### config.mk
export PLATFORM = sky130hd
export DESIGN_NAME = rgbw_pixel_output_stage
export DESIGN_NICKNAME = d
export VERILOG_FILES = /design/src/rgbw_pkg.sv /design/src/rgbw_pixel_output_stage.sv /design/src/rgbw_level_map.sv
export SDC_FILE = /design/constraint.sdc
export NUM_CORES = 2
export LEC_CHECK = 0
export ABC_AREA = 1
export BUFFER_PORTS_ARGS = -buffer_cell sky130_fd_sc_hd__buf_4
export CAP_MARGIN = 10
export CORE_ASPECT_RATIO = 0.8
export CORE_MARGIN = 2
export CORE_UTILIZATION = 60
export CTS_BUF_LIST = sky130_fd_sc_hd__clkbuf_2
export DETAILED_ROUTE_END_ITERATION = 10
export MAX_ROUTING_LAYER = met4
export PLACE_DENSITY = 0.9
export SLEW_MARGIN = 25
export SYNTH_ARGS = -nofsm -noshare
export SYNTH_HDL_FRONTEND = slang
export SYNTH_HIERARCHICAL = 1
export SYNTH_SLANG_ARGS = --single-unit
export TNS_END_PERCENT = 20
### constraint.sdc
create_clock -name clk_i -period 10.15 [get_ports clk_i]
set_clock_uncertainty 0.15 [all_clocks]
set_input_delay 1.015 -clock clk_i [delete_from_list [all_inputs] [get_ports clk_i]]
set_output_delay 1.015 -clock clk_i [all_outputs]
set_load 0.02 [all_outputs]
### src/rgbw_pkg.sv
package rgbw_pkg;

  typedef enum logic [1:0] {
    MODE_WARM   = 2'd0,
    MODE_COLOUR = 2'd1,
    MODE_TURBO  = 2'd2
  } output_mode_e;

  // Configuration register indexes.
  localparam logic CFG_MASTER = 1'b0;
  localparam logic CFG_MODE   = 1'b1;

  // Levels derived from the master level squared.
  typedef struct packed {
    logic [7:0] red_green;
    logic [7:0] blue;
    logic [7:0] white;
  } levels_t;

  // White share divisors of the three colour channels.
  localparam int KRed   = 255;
  localparam int KGreen = 140;
  localparam int KBlue  = 36;
  localparam int WhiteGain = 110;

  // Scaled channel: c * m * 256 / 100 = c * m * 64 / 25.
  localparam int ScaledW   = 17;
  localparam int PctDiv    = 25;
  localparam int PctShiftR = 15;
  localparam int PctRecip  = (1 << PctShiftR) / PctDiv;

  // Master squared mapping onto 0..255.
  localparam int TopWhite = 255;
  localparam int TopRg    = 220;
  localparam int TopBlue  = 200;
  localparam int SqDiv    = 10000;
  localparam int SqShiftR = 22;
  localparam int SqRecip  = (1 << SqShiftR) / SqDiv;

endpackage

### src/rgbw_pixel_output_stage.sv
// RGBW pixel output stage.
// Input words on s_axis carry one pixel: red [7:0], green [15:8], blue [23:16].
// Output words on m_axis carry red [7:0], green [15:8], blue [23:16] and
// white [31:24] drive levels. One output word is produced per input word.
// The cfg channel writes master_level (index 0) and output_mode (index 1);
// cfg_ready_o is always high. Write it only while no word is in flight.
// Words go from input acceptance to output valid through seven register
// stages: multiply, two steps of the divide by one hundred, two steps of the
// per-channel share divide, the minimum, and the output register. Throughput
// is one word per cycle while the receiver is ready. After a write, the warm
// white and turbo level mapping settles through the registers of rgbw_level_map.
// Reset clears both registers (warm white mode, master level zero) and empties
// the pipeline. When the receiver stalls, the output word holds and bubbles in
// the pipeline still close up, so input is taken until every stage is full.
module rgbw_pixel_output_stage #(
  parameter int FRACTION_BITS = 16
) (
  input  logic        clk_i,
  input  logic        rst_ni,
  input  logic        s_axis_tvalid,
  output logic        s_axis_tready,
  input  logic [23:0] s_axis_tdata,   // red_in, green_in, blue_in
  output logic        m_axis_tvalid,
  input  logic        m_axis_tready,
  output logic [31:0] m_axis_tdata,   // red_out, green_out, blue_out, white_out
  input  logic        cfg_valid_i,
  output logic        cfg_ready_o,
  input  logic        cfg_index_i,
  input  logic [6:0]  cfg_data_i
);

  localparam int ExtBits = FRACTION_BITS - 8;
  localparam int QW      = rgbw_pkg::ScaledW + ExtBits;
  localparam int TW      = ExtBits + 1;
  localparam int NStages = 7;
  localparam int NLanes  = 3;
  localparam int SW      = rgbw_pkg::ScaledW;

  logic [6:0]                master_q;
  rgbw_pkg::output_mode_e    mode_q;
  rgbw_pkg::levels_t         levels;

  logic [NStages-1:0] vld_q, vld_d, en;

  logic [14:0]   p_q   [NLanes];
  logic [14:0]   p1_q  [NLanes];
  logic [10:0]   qe1_q [NLanes];
  logic [SW-1:0] s2_q  [NLanes];
  logic [SW-1:0] s3_q  [NLanes];
  logic [SW-1:0] qs3_q [NLanes];
  logic [SW-1:0] s4_q  [NLanes];
  logic [QW-1:0] q4_q  [NLanes];
  logic [SW-1:0] s5_q  [NLanes];
  logic [QW-1:0] f5_q;
  logic [QW-1:0] fmin;
  logic [7:0]    chan_res [NLanes];
  logic [5:0]    pct_tab [rgbw_pkg::PctDiv];
  logic [QW+6:0] wprod;
  logic [QW+6:0] wsh;
  logic [7:0]    white_res;
  logic [31:0]   out_d, out_q;

  // Configuration registers.
  assign cfg_ready_o = 1'b1;

  always_ff @(posedge clk_i or negedge rst_ni) begin
    if (!rst_ni) begin
      master_q <= '0;
      mode_q   <= rgbw_pkg::MODE_WARM;
    end else if (cfg_valid_i) begin
      case (cfg_index_i)
        rgbw_pkg::CFG_MASTER: master_q <= cfg_data_i;
        rgbw_pkg::CFG_MODE:   mode_q   <= rgbw_pkg::output_mode_e'(cfg_data_i[1:0]);
        default: ;
      endcase
    end
  end

  rgbw_level_map u_level_map (
    .clk_i    (clk_i),
    .master_i (master_q),
    .levels_o (levels)
  );

  // A stage loads when it is empty or when the stage after it moves on.
  always_comb begin
    en[NStages-1] = !vld_q[NStages-1] || m_axis_tready;
    for (int i = NStages - 2; i >= 0; i--) begin
      en[i] = !vld_q[i] || en[i+1];
    end
    vld_d[0] = en[0] ? s_axis_tvalid : vld_q[0];
    for (int i = 1; i < NStages; i++) begin
      vld_d[i] = en[i] ? vld_q[i-1] : vld_q[i];
    end
  end

  always_ff @(posedge clk_i or negedge rst_ni) begin
    if (!rst_ni) begin
      vld_q <= '0;
    end else begin
      vld_q <= vld_d;
    end
  end

  assign s_axis_tready = en[0];

  // Remainder table for the divide by twenty-five: floor(r * 64 / 25).
  for (genvar i = 0; i < rgbw_pkg::PctDiv; i++) begin : g_pct
    localparam int V = (i * 64) / rgbw_pkg::PctDiv;
    assign pct_tab[i] = 6'(V);
  end

  for (genvar g = 0; g < NLanes; g++) begin : g_lane
    localparam int K  = (g == 0) ? rgbw_pkg::KRed :
                        ((g == 1) ? rgbw_pkg::KGreen : rgbw_pkg::KBlue);
    localparam int RK = (1 << SW) / K;
    localparam int IW = $clog2(K);

    logic [TW-1:0] frac_tab [K];
    logic [25:0]   pe_prod;
    logic [14:0]   p_rem;
    logic [10:0]   qp;
    logic [4:0]    rp;
    logic [SW-1:0] s_val;
    logic [29:0]   se_prod;
    logic [SW-1:0] s_rem;
    logic [SW-1:0] qs;
    logic [SW-1:0] rs;
    logic [QW-1:0] q_val;
    logic [QW+7:0] kf;
    logic [QW+7:0] xk;
    logic [QW+7:0] diff;

    // floor(r * 2^ExtBits / K) for every remainder r below K.
    for (genvar i = 0; i < K; i++) begin : g_tab
      localparam longint V = (longint'(i) << ExtBits) / K;
      assign frac_tab[i] = TW'(V);
    end

    assign pe_prod = 26'(p_q[g]) * 26'(rgbw_pkg::PctRecip);
    assign se_prod = 30'(s2_q[g]) * 30'(RK);

    // Both quotient estimates fall short by at most one.
    always_comb begin
      p_rem = p1_q[g] - 15'(qe1_q[g]) * 15'(rgbw_pkg::PctDiv);
      if (p_rem >= 15'(rgbw_pkg::PctDiv)) begin
        qp = qe1_q[g] + 11'd1;
        rp = 5'(p_rem - 15'(rgbw_pkg::PctDiv));
      end else begin
        qp = qe1_q[g];
        rp = 5'(p_rem);
      end
      s_val = {qp, 6'b0} | SW'(pct_tab[rp]);

      s_rem = s3_q[g] - qs3_q[g] * SW'(K);
      if (s_rem >= SW'(K)) begin
        qs = qs3_q[g] + SW'(1);
        rs = s_rem - SW'(K);
      end else begin
        qs = qs3_q[g];
        rs = s_rem;
      end
      q_val = (QW'(qs) << ExtBits) | QW'(frac_tab[rs[IW-1:0]]);

      // The share never exceeds this channel's own, so the difference holds.
      kf   = (QW + 8)'(f5_q) * (QW + 8)'(K);
      xk   = (QW + 8)'(s5_q[g]) << ExtBits;
      diff = (xk - kf) >> FRACTION_BITS;
      chan_res[g] = (diff > (QW + 8)'(255)) ? 8'hFF : diff[7:0];
    end

    always_ff @(posedge clk_i) begin
      if (en[0]) begin
        p_q[g] <= 15'(s_axis_tdata[8*g +: 8]) * 15'(master_q);
      end
      if (en[1]) begin
        p1_q[g]  <= p_q[g];
        qe1_q[g] <= 11'(pe_prod >> rgbw_pkg::PctShiftR);
      end
      if (en[2]) begin
        s2_q[g] <= s_val;
      end
      if (en[3]) begin
        s3_q[g]  <= s2_q[g];
        qs3_q[g] <= SW'(se_prod >> SW);
      end
      if (en[4]) begin
        s4_q[g] <= s3_q[g];
        q4_q[g] <= q_val;
      end
      if (en[5]) begin
        s5_q[g] <= s4_q[g];
      end
    end
  end

  always_comb begin
    fmin = q4_q[0];
    if (q4_q[1] < fmin) begin
      fmin = q4_q[1];
    end
    if (q4_q[2] < fmin) begin
      fmin = q4_q[2];
    end
  end

  always_ff @(posedge clk_i) begin
    if (en[5]) begin
      f5_q <= fmin;
    end
  end

  assign wprod = (QW + 7)'(f5_q) * (QW + 7)'(rgbw_pkg::WhiteGain);
  assign wsh   = wprod >> FRACTION_BITS;
  assign white_res = (wsh > (QW + 7)'(255)) ? 8'hFF : wsh[7:0];

  always_comb begin
    case (mode_q)
      rgbw_pkg::MODE_COLOUR: out_d = {white_res, chan_res[2], chan_res[1], chan_res[0]};
      rgbw_pkg::MODE_TURBO:  out_d = {levels.white, levels.blue,
                                      levels.red_green, levels.red_green};
      default:               out_d = {levels.white, 24'h0};
    endcase
  end

  always_ff @(posedge clk_i) begin
    if (en[NStages-1]) begin
      out_q <= out_d;
    end
  end

  assign m_axis_tvalid = vld_q[NStages-1];
  assign m_axis_tdata  = out_q;

endmodule

### src/rgbw_level_map.sv
module rgbw_level_map (
  input  logic                  clk_i,
  input  logic [6:0]            master_i,
  output rgbw_pkg::levels_t     levels_o
);

  localparam int NTops = 3;

  logic [13:0] sq_q;
  logic [21:0] prod_q [NTops];
  logic [21:0] prod2_q [NTops];
  logic [8:0]  qe_q [NTops];
  logic [7:0]  lvl_q [NTops];

  always_ff @(posedge clk_i) begin
    sq_q <= 14'(master_i) * 14'(master_i);
  end

  for (genvar t = 0; t < NTops; t++) begin : g_top
    localparam int Top = (t == 0) ? rgbw_pkg::TopRg :
                         ((t == 1) ? rgbw_pkg::TopBlue : rgbw_pkg::TopWhite);
    logic [30:0] est;
    logic [21:0] rem;
    logic [9:0]  quo;

    assign est = 31'(prod_q[t]) * 31'(rgbw_pkg::SqRecip);

    // The estimate falls short by at most one, so one correction step does.
    always_comb begin
      rem = prod2_q[t] - 22'(qe_q[t]) * 22'(rgbw_pkg::SqDiv);
      if (rem >= 22'(rgbw_pkg::SqDiv)) begin
        quo = 10'(qe_q[t]) + 10'd1;
      end else begin
        quo = 10'(qe_q[t]);
      end
    end

    always_ff @(posedge clk_i) begin
      prod_q[t]  <= 22'(sq_q) * 22'(Top);
      prod2_q[t] <= prod_q[t];
      qe_q[t]    <= 9'(est >> rgbw_pkg::SqShiftR);
      lvl_q[t]   <= (quo > 10'd255) ? 8'hFF : quo[7:0];
    end
  end

  assign levels_o.red_green = lvl_q[0];
  assign levels_o.blue      = lvl_q[1];
  assign levels_o.white     = lvl_q[2];

endmodule

# Yosys cells after proc, flatten, opt, wreduce, memory -nomap -nowiden
# Memory sizes are Yosys's and may differ from the RTL's.
# Cells that the tools add are included.
# totals
reg_bits	87
ramBits	621
mem_bits_ro	5760
input_bits	37
output_inout_bits	35
elab_cells	191
memories	19
# classes
addsub	27
n_mul	29
order_cmp	24
n_eq_ne	2
mux	49
bitwise	13
n_reduce_logical	16
# mem_list
name	words	width	rd	rd_ports_with_merged_regs	write_ports	line_no	source
(name not given)	256	9	1	0	0	rgbw_pixel_output_stage.sv:163	q_val = (QW'(qs) << ExtBits) | QW'(frac_tab[rs[IW-1:0]]);
(name not given)	256	9	1	0	0	rgbw_pixel_output_stage.sv:163	
(name not given)	64	9	1	0	0	rgbw_pixel_output_stage.sv:163	
(name not given)	32	6	1	0	0	rgbw_pixel_output_stage.sv:153	s_val = {qp, 6'b0} | SW'(pct_tab[rp]);
(name not given)	32	6	1	0	0	rgbw_pixel_output_stage.sv:153	
(name not given)	32	6	1	0	0	rgbw_pixel_output_stage.sv:153	
13 more memories	--	--	--	--	--	--	
# ops
op	n
22-bit by 9-bit multiplier with 31-bit output, second input constant	3
15-bit by 10-bit multiplier with 25-bit output, second input constant	3
25-bit by 9-bit bitwise OR with 25-bit output	3
8-bit 2-to-1 mux	9
22-bit by 14-bit greater-or-equal comparator with 1-bit output, second input constant	3
22-bit subtractor	3
25-bit by 33-bit subtractor with 33-bit output	2
32-bit one-hot mux with 2 select lines	1
25-bit by 6-bit multiplier with 31-bit output, second input constant	2
9-bit by 10-bit multiplier with 18-bit output, second input constant	3
9-bit 2-to-1 mux	6
17-bit by 9-bit multiplier with 26-bit output, second input constant	2
17-bit by 1-bit adder with 17-bit output, second input constant	3
17-bit by 8-bit greater-than comparator with 1-bit output, second input constant	3
17-bit 2-to-1 mux	3
17-bit by 6-bit bitwise OR with 17-bit output	3
17-bit subtractor	3
25-bit less-than comparator	2
25-bit 2-to-1 mux	2
15-bit by 5-bit greater-or-equal comparator with 1-bit output, second input constant	3
11-bit by 5-bit multiplier with 15-bit output, second input constant	3
8-bit by 7-bit multiplier with 15-bit output	3
15-bit subtractor	3
6-bit 2-to-1 mux	7
other kinds (36)	82

# Depth between registers and ports, before layout
# logic_depth
ltp_word	10
mapped_depth	38
depth_no_buf	37

# Modules after synthesis
# Netlist, hierarchy kept.
# modules_own_cells
module	instances	cells_per_inst	area_per_inst_um2	seq_area_each_um2
rgbw_pixel_output_stage	1	6782	61416.4	14543.9
rgbw_level_map	1	3253	26556.7	3483.3

# Worst setup path after synthesis
# No wires, ideal clock.
# synth_path
path_kind	input-to-output
startpoint	in m_axis_tready
endpoint	out s_axis_tready
arrival_ns	9.850
required_ns	8.985
setup_slack_ns	-0.865
path_stages	12
n_path_buf	0
cell_sequence	nor2_1 inv_1 nor2_1 inv_1 nor2_1 inv_1 nor2_1 inv_1 nor2_1 inv_1 nor2_1 nand2_1
# synth_between
elab_chain_len	7
# synth_lines
item	line_no	source
start, declared	rgbw_pixel_output_stage.sv:24	input logic m_axis_tready,
1-bit logical OR	rgbw_pixel_output_stage.sv:87	en[NStages-1] = !vld_q[NStages-1] || m_axis_tready;
net en[6]	rgbw_pixel_output_stage.sv:43	logic [NStages-1:0] vld_q, vld_d, en;
1-bit logical OR	rgbw_pixel_output_stage.sv:89	en[i] = !vld_q[i] || en[i+1];
net en[5]	rgbw_pixel_output_stage.sv:43	
1-bit logical OR	rgbw_pixel_output_stage.sv:89	
net en[4]	rgbw_pixel_output_stage.sv:43	
1-bit logical OR	rgbw_pixel_output_stage.sv:89	
net en[3]	rgbw_pixel_output_stage.sv:43	
1-bit logical OR	rgbw_pixel_output_stage.sv:89	
net en[2]	rgbw_pixel_output_stage.sv:43	
1-bit logical OR (2 in series)	rgbw_pixel_output_stage.sv:89	
end, declared	rgbw_pixel_output_stage.sv:21	output logic s_axis_tready,
# The timed path passes the listed nets, and every way through them passes these cells.

# Worst setup path in the final report
# layout_path
startpoint	reg vld_q[6]
endpoint	out s_axis_tready
# layout_between
elab_chain_len	8
# layout_lines
item	line_no	source
start, declared	rgbw_pixel_output_stage.sv:43	
start signal, assigned	rgbw_pixel_output_stage.sv:101	vld_q <= vld_d;
1-bit zero test	rgbw_pixel_output_stage.sv:87	
1-bit logical OR	rgbw_pixel_output_stage.sv:87	
net en[6]	rgbw_pixel_output_stage.sv:43	
1-bit logical OR	rgbw_pixel_output_stage.sv:89	
net en[5]	rgbw_pixel_output_stage.sv:43	
1-bit logical OR	rgbw_pixel_output_stage.sv:89	
net en[4]	rgbw_pixel_output_stage.sv:43	
1-bit logical OR	rgbw_pixel_output_stage.sv:89	
net en[3]	rgbw_pixel_output_stage.sv:43	
1-bit logical OR	rgbw_pixel_output_stage.sv:89	
net en[2]	rgbw_pixel_output_stage.sv:43	
1-bit logical OR (2 in series)	rgbw_pixel_output_stage.sv:89	
# The timed path passes the listed nets, and every way through them passes these cells.

==> flow_results.org <==
** Placement
- The congestion estimate from routability-driven global placement came to 0.979.
- DP Wirelength :: 179 mm
- Count of buffers from port buffering :: 70
- Once placement completed, the tool counted placed cells totaling 12,000.

** Cells and area
- Number of nets in the layout :: about 13,000
- Proportion of layout cells with a drive suffix above 1 :: ~5.1%
- Final instance count without filler cells :: ~12,000
- Synth-to-Final Area Change :: 5.66%
- Layout Utilization :: 63.9%

** Critical path
- Critical path class :: reg -> out
- Of all nets on the critical path, the largest fanout is 74.
- Kind of end point of the critical path :: output port
- Cell occurring most often along the worst timing path :: sky130_fd_sc_hd__nor2_1
- For this run, the slowest stage of the critical path takes about 0.71 ns.
- Arr. time, crit path :: 6.20 ns
- The worst setup path is launched from a register.
- WP data required :: 8.99 ns
- Cell with the biggest individual delay on the critical path :: sky130_fd_sc_hd__buf_4
- Sequence of cells on the critical path :: inv_1 -> nor2_1 -> inv_1 -> buf_4 -> nor2_1 -> inv_2 -> buf_4 -> nor2_1 -> clkinvlp_4 -> buf_12 -> nor2_1 -> clkinv_2 -> nor2_1 -> inv_2 -> buf_4 -> nor2_1 -> nand2_2 -> buf_4 -> buf_4

** Outcome
- Result of the run :: finished clean

** Synth
- By instance count, the leading cell after synthesis is sky130_fd_sc_hd__inv_1.
- Sequential elements use 20.5% of the synthesized area.
- Synth top area cells :: sky130_fd_sc_hd__ha_1 23%, sky130_fd_sc_hd__fa_1 20%, sky130_fd_sc_hd__edfxtp_1 16%
- Number of warnings printed during yosys synthesis :: 6
- Dominant cell type by area after synthesis :: sky130_fd_sc_hd__ha_1
- Synth top area share :: 23.3%
- For this run, asynchronously set or reset flops after synthesis account for under 10%.
- Netlist Area Pre-Place :: 0.0880 mm2
- Most used DFF post-synth :: sky130_fd_sc_hd__edfxtp_1
- Number of flops mapped to enable cells by yosys :: 471
- Syn Inst Count :: 10,000
- Mean Syn Cell Area :: between 8 and 9 um2
- Most instantiated cells after synthesis :: 2,202 x sky130_fd_sc_hd__inv_1, 1,771 x sky130_fd_sc_hd__nand2_1, 1,635 x sky130_fd_sc_hd__ha_1
- Synth cell types :: 73
- Synthesis inferred 661 register bits.

** STA
- Hold is met by 0.168 ns.
- Tightest slew margin relative to the limit :: 21.5%
- Setup violations remaining at the end of the flow were counted as 0.
- Setup repair after global routing left no endpoint under its margin.
- The final number of hold-violating endpoints came to 0.
- The worst path uses 72.6% of the clock period.
- Maximum frequency from static timing analysis :: 136 MHz
- Subtracting the final worst setup slack from the clock period gives 7.37 ns.
- At the pin with the least slew margin, the transition time is approximately 1.2 ns.
- Total count of max-transition violations in the final report :: 0
- Total Neg Setup Slack :: 0 ns

** Routing
- For this block, the initial DRC count from the detailed router was 5,128.
- For this run, design rule violations remaining after detail routing come to 0.
- Pre-antenna DRT Iters :: 9
- Vias per cell :: around 5.5
- Dividing the detail-routed wire length by the instance count gives 17.4 um.
- For this block, the via count after detailed routing is 68,100.
- Post-detailed-routing wire length :: 215 mm
- In this run the remaining antenna-violating nets after routing total 0.

** GRT
- Met2 track utilization from global routing :: a little under half
- For this run the aggregate overflow at the end of global routing stands at 0.
- Global routing used 40.3% of the available met1 tracks.
- Global routing used 4.20% of the available met3 tracks.
- The initial antenna violation count was 5.
- Most crowded layer after global routing :: met2
- First-pass GRT wire length :: roughly 350 mm
- Entering global routing, the biggest net connects 85 pins.
- GRT Total Usage :: 29.9%
- The via count of the first global-routing pass is 70,300.

** Floorplanning
- Die W :: 432 um
- For this configuration, the core starts out at a cell density of 60.5%.
- The die covers 0.150 mm2.
- Total core area :: between 0.1 and 0.15 mm2
- Rows :: between 100 and 150
- Overall die height :: 346 um
- Top-Level Pins :: 72

** Clock tree
- The clock net in this run drives a total of 661 sinks.
- Clock buffer count from CTS :: approximately 170
- The longest clock path from root to sink contains 3 buffers.
- After clock tree synthesis, the clock-pin slew on the worst setup and hold paths is 0.11 ns.
- The clock tree synthesis step divided the H-tree into 4 levels.
- Cell at the root of the clock tree :: sky130_fd_sc_hd__clkbuf_2
- Clock latency at the later pin of the worst-skew pair :: 1.66 ns
- Post-CTS repair changed the size of 0 cells.
- Post-CTS timing repair inserted 0 buffers for setup.
- TritonCTS built the clock tree.

** Job
- Max-capacitance violation count :: 0

** Min path
- Min-Delay Path Class :: in -> reg
## critical path, delay by kind of cell (launching register included)
kind / cells / cell delay (ns)
DFF: 1 / 0.40
buffers and inverters: 12 / 3.29
and+or+nand+nor: 7 / 0.77
## cells in the final DEF, fill, tap and decap left out, types with 13 or more instances in the layout
master and n:
sky130_fd_sc_hd__a211oi_1 13, sky130_fd_sc_hd__a21o_1 41, sky130_fd_sc_hd__a21oi_1 563, sky130_fd_sc_hd__a31oi_1 38, sky130_fd_sc_hd__buf_4 86, sky130_fd_sc_hd__clkbuf_2 224
sky130_fd_sc_hd__clkinv_1 43, sky130_fd_sc_hd__clkinv_2 22, sky130_fd_sc_hd__dfrtp_1 16, sky130_fd_sc_hd__dfxtp_1 174, sky130_fd_sc_hd__dlygate4sd3_1 46, sky130_fd_sc_hd__edfxtp_1 471
sky130_fd_sc_hd__fa_1 861, sky130_fd_sc_hd__ha_1 1635, sky130_fd_sc_hd__inv_1 2197, sky130_fd_sc_hd__inv_2 25, sky130_fd_sc_hd__mux2_2 14, sky130_fd_sc_hd__nand2_1 1770
sky130_fd_sc_hd__nand2_2 40, sky130_fd_sc_hd__nand3_1 430, sky130_fd_sc_hd__nand3_2 13, sky130_fd_sc_hd__nand3b_1 31, sky130_fd_sc_hd__nand4_1 85, sky130_fd_sc_hd__nor2_1 384
sky130_fd_sc_hd__nor3_1 81, sky130_fd_sc_hd__nor4_1 23, sky130_fd_sc_hd__o211ai_1 28, sky130_fd_sc_hd__o21a_1 18, sky130_fd_sc_hd__o21ai_0 273, sky130_fd_sc_hd__o21ai_1 32
sky130_fd_sc_hd__o21bai_1 30, sky130_fd_sc_hd__o31ai_1 20, sky130_fd_sc_hd__or2_2 17, sky130_fd_sc_hd__xnor2_1 158, sky130_fd_sc_hd__xor2_1 340
## what timing repair did
item	4_1_cts	5_1_grt
hold buffers	47	0
endpoints found under the setup margin	0	0
hold endpoints to repair	61	0
## flip-flops by register name (all words and copies together) (netlist names), 13 cells and up
signal / flops
f5_q: 21
m_axis_tdata: 32
p1_q: 45
p_q: 45
q4_q: 59
qe1_q: 33
qs3_q: 32
s2_q: 51
s3_q: 51
s4_q: 51
s5_q: 51
u_level_map/lvl_q: 24
u_level_map/prod2_q: 54
u_level_map/prod_q: 56
u_level_map/qe_q: 27
u_level_map/sq_q: 13
## per-stage QoR
step,worst slack [ns],cell area [um2]
2_1_floorplan,0.0270,88000
3_3_place_gp,3.52,90700
3_5_place_dp,3.42,90700
4_1_cts,2.37,92900
5_1_grt,2.26,93000
6_report,2.78,93000
## worst paths after layout
check,start,end,slack [ns],cells after the start
min in group asynchronous,rst_ni,master_q[1],0.22,4
max reg2reg,qs3_q[0][15],q4_q[0][29],3.43,35
min,s_axis_tdata[22],p_q[0][37],0.17,6
min reg2reg,u_level_map/prod_q[0][43],u_level_map/prod2_q[0][48],0.22,0
max,vld_q[6],s_axis_tready,2.78,19
max in group asynchronous,rst_ni,vld_q[4],9.37,4
## cell type report
cell class	instances	area [um2]
Antenna cell	7	17.5
Fill cell	11700	52500
Inverter	2228	8370
Timing Repair Buffer	135	1160
Multi-Input combinational cell	7083	61300
Clock buffer	224	1120
Tap cell	1905	2380
Sequential cell	661	18000
Clock inverter	83	617
## layer usage
metal / vias up / part of all wire, %
met2: 2414 / 46
met1: 32500 / 44
met3: 458 / 7.2
li1: 32800 / -
met4: 0 / 2.8
met5: - / 0
## cell families (layout without fill, tap and decap cells)
| kind of cell | Yosys count | count (layout) | synth area share (%) |
|---|---|---|---|
| XOR/XNOR | 501 | 501 | 5.03 |
| flip-flops | 661 | 661 | 20.5 |
| buffers and inverters | 2298 | 2670 | 9.91 |
| multiplexers | 14 | 14 | 0.179 |
| other | 4 | 18 | 0.0171 |
| adder cells (fa/ha/maj) | 2496 | 2496 | 42.8 |
| AO/OA/AOI/OAI | 1128 | 1128 | 7.21 |
| AND/OR/NAND/NOR | 2933 | 2933 | 14.3 |
Power is not shown: default switching activity piles up to over one toggle a cycle in this logic, so the estimate is an artifact.
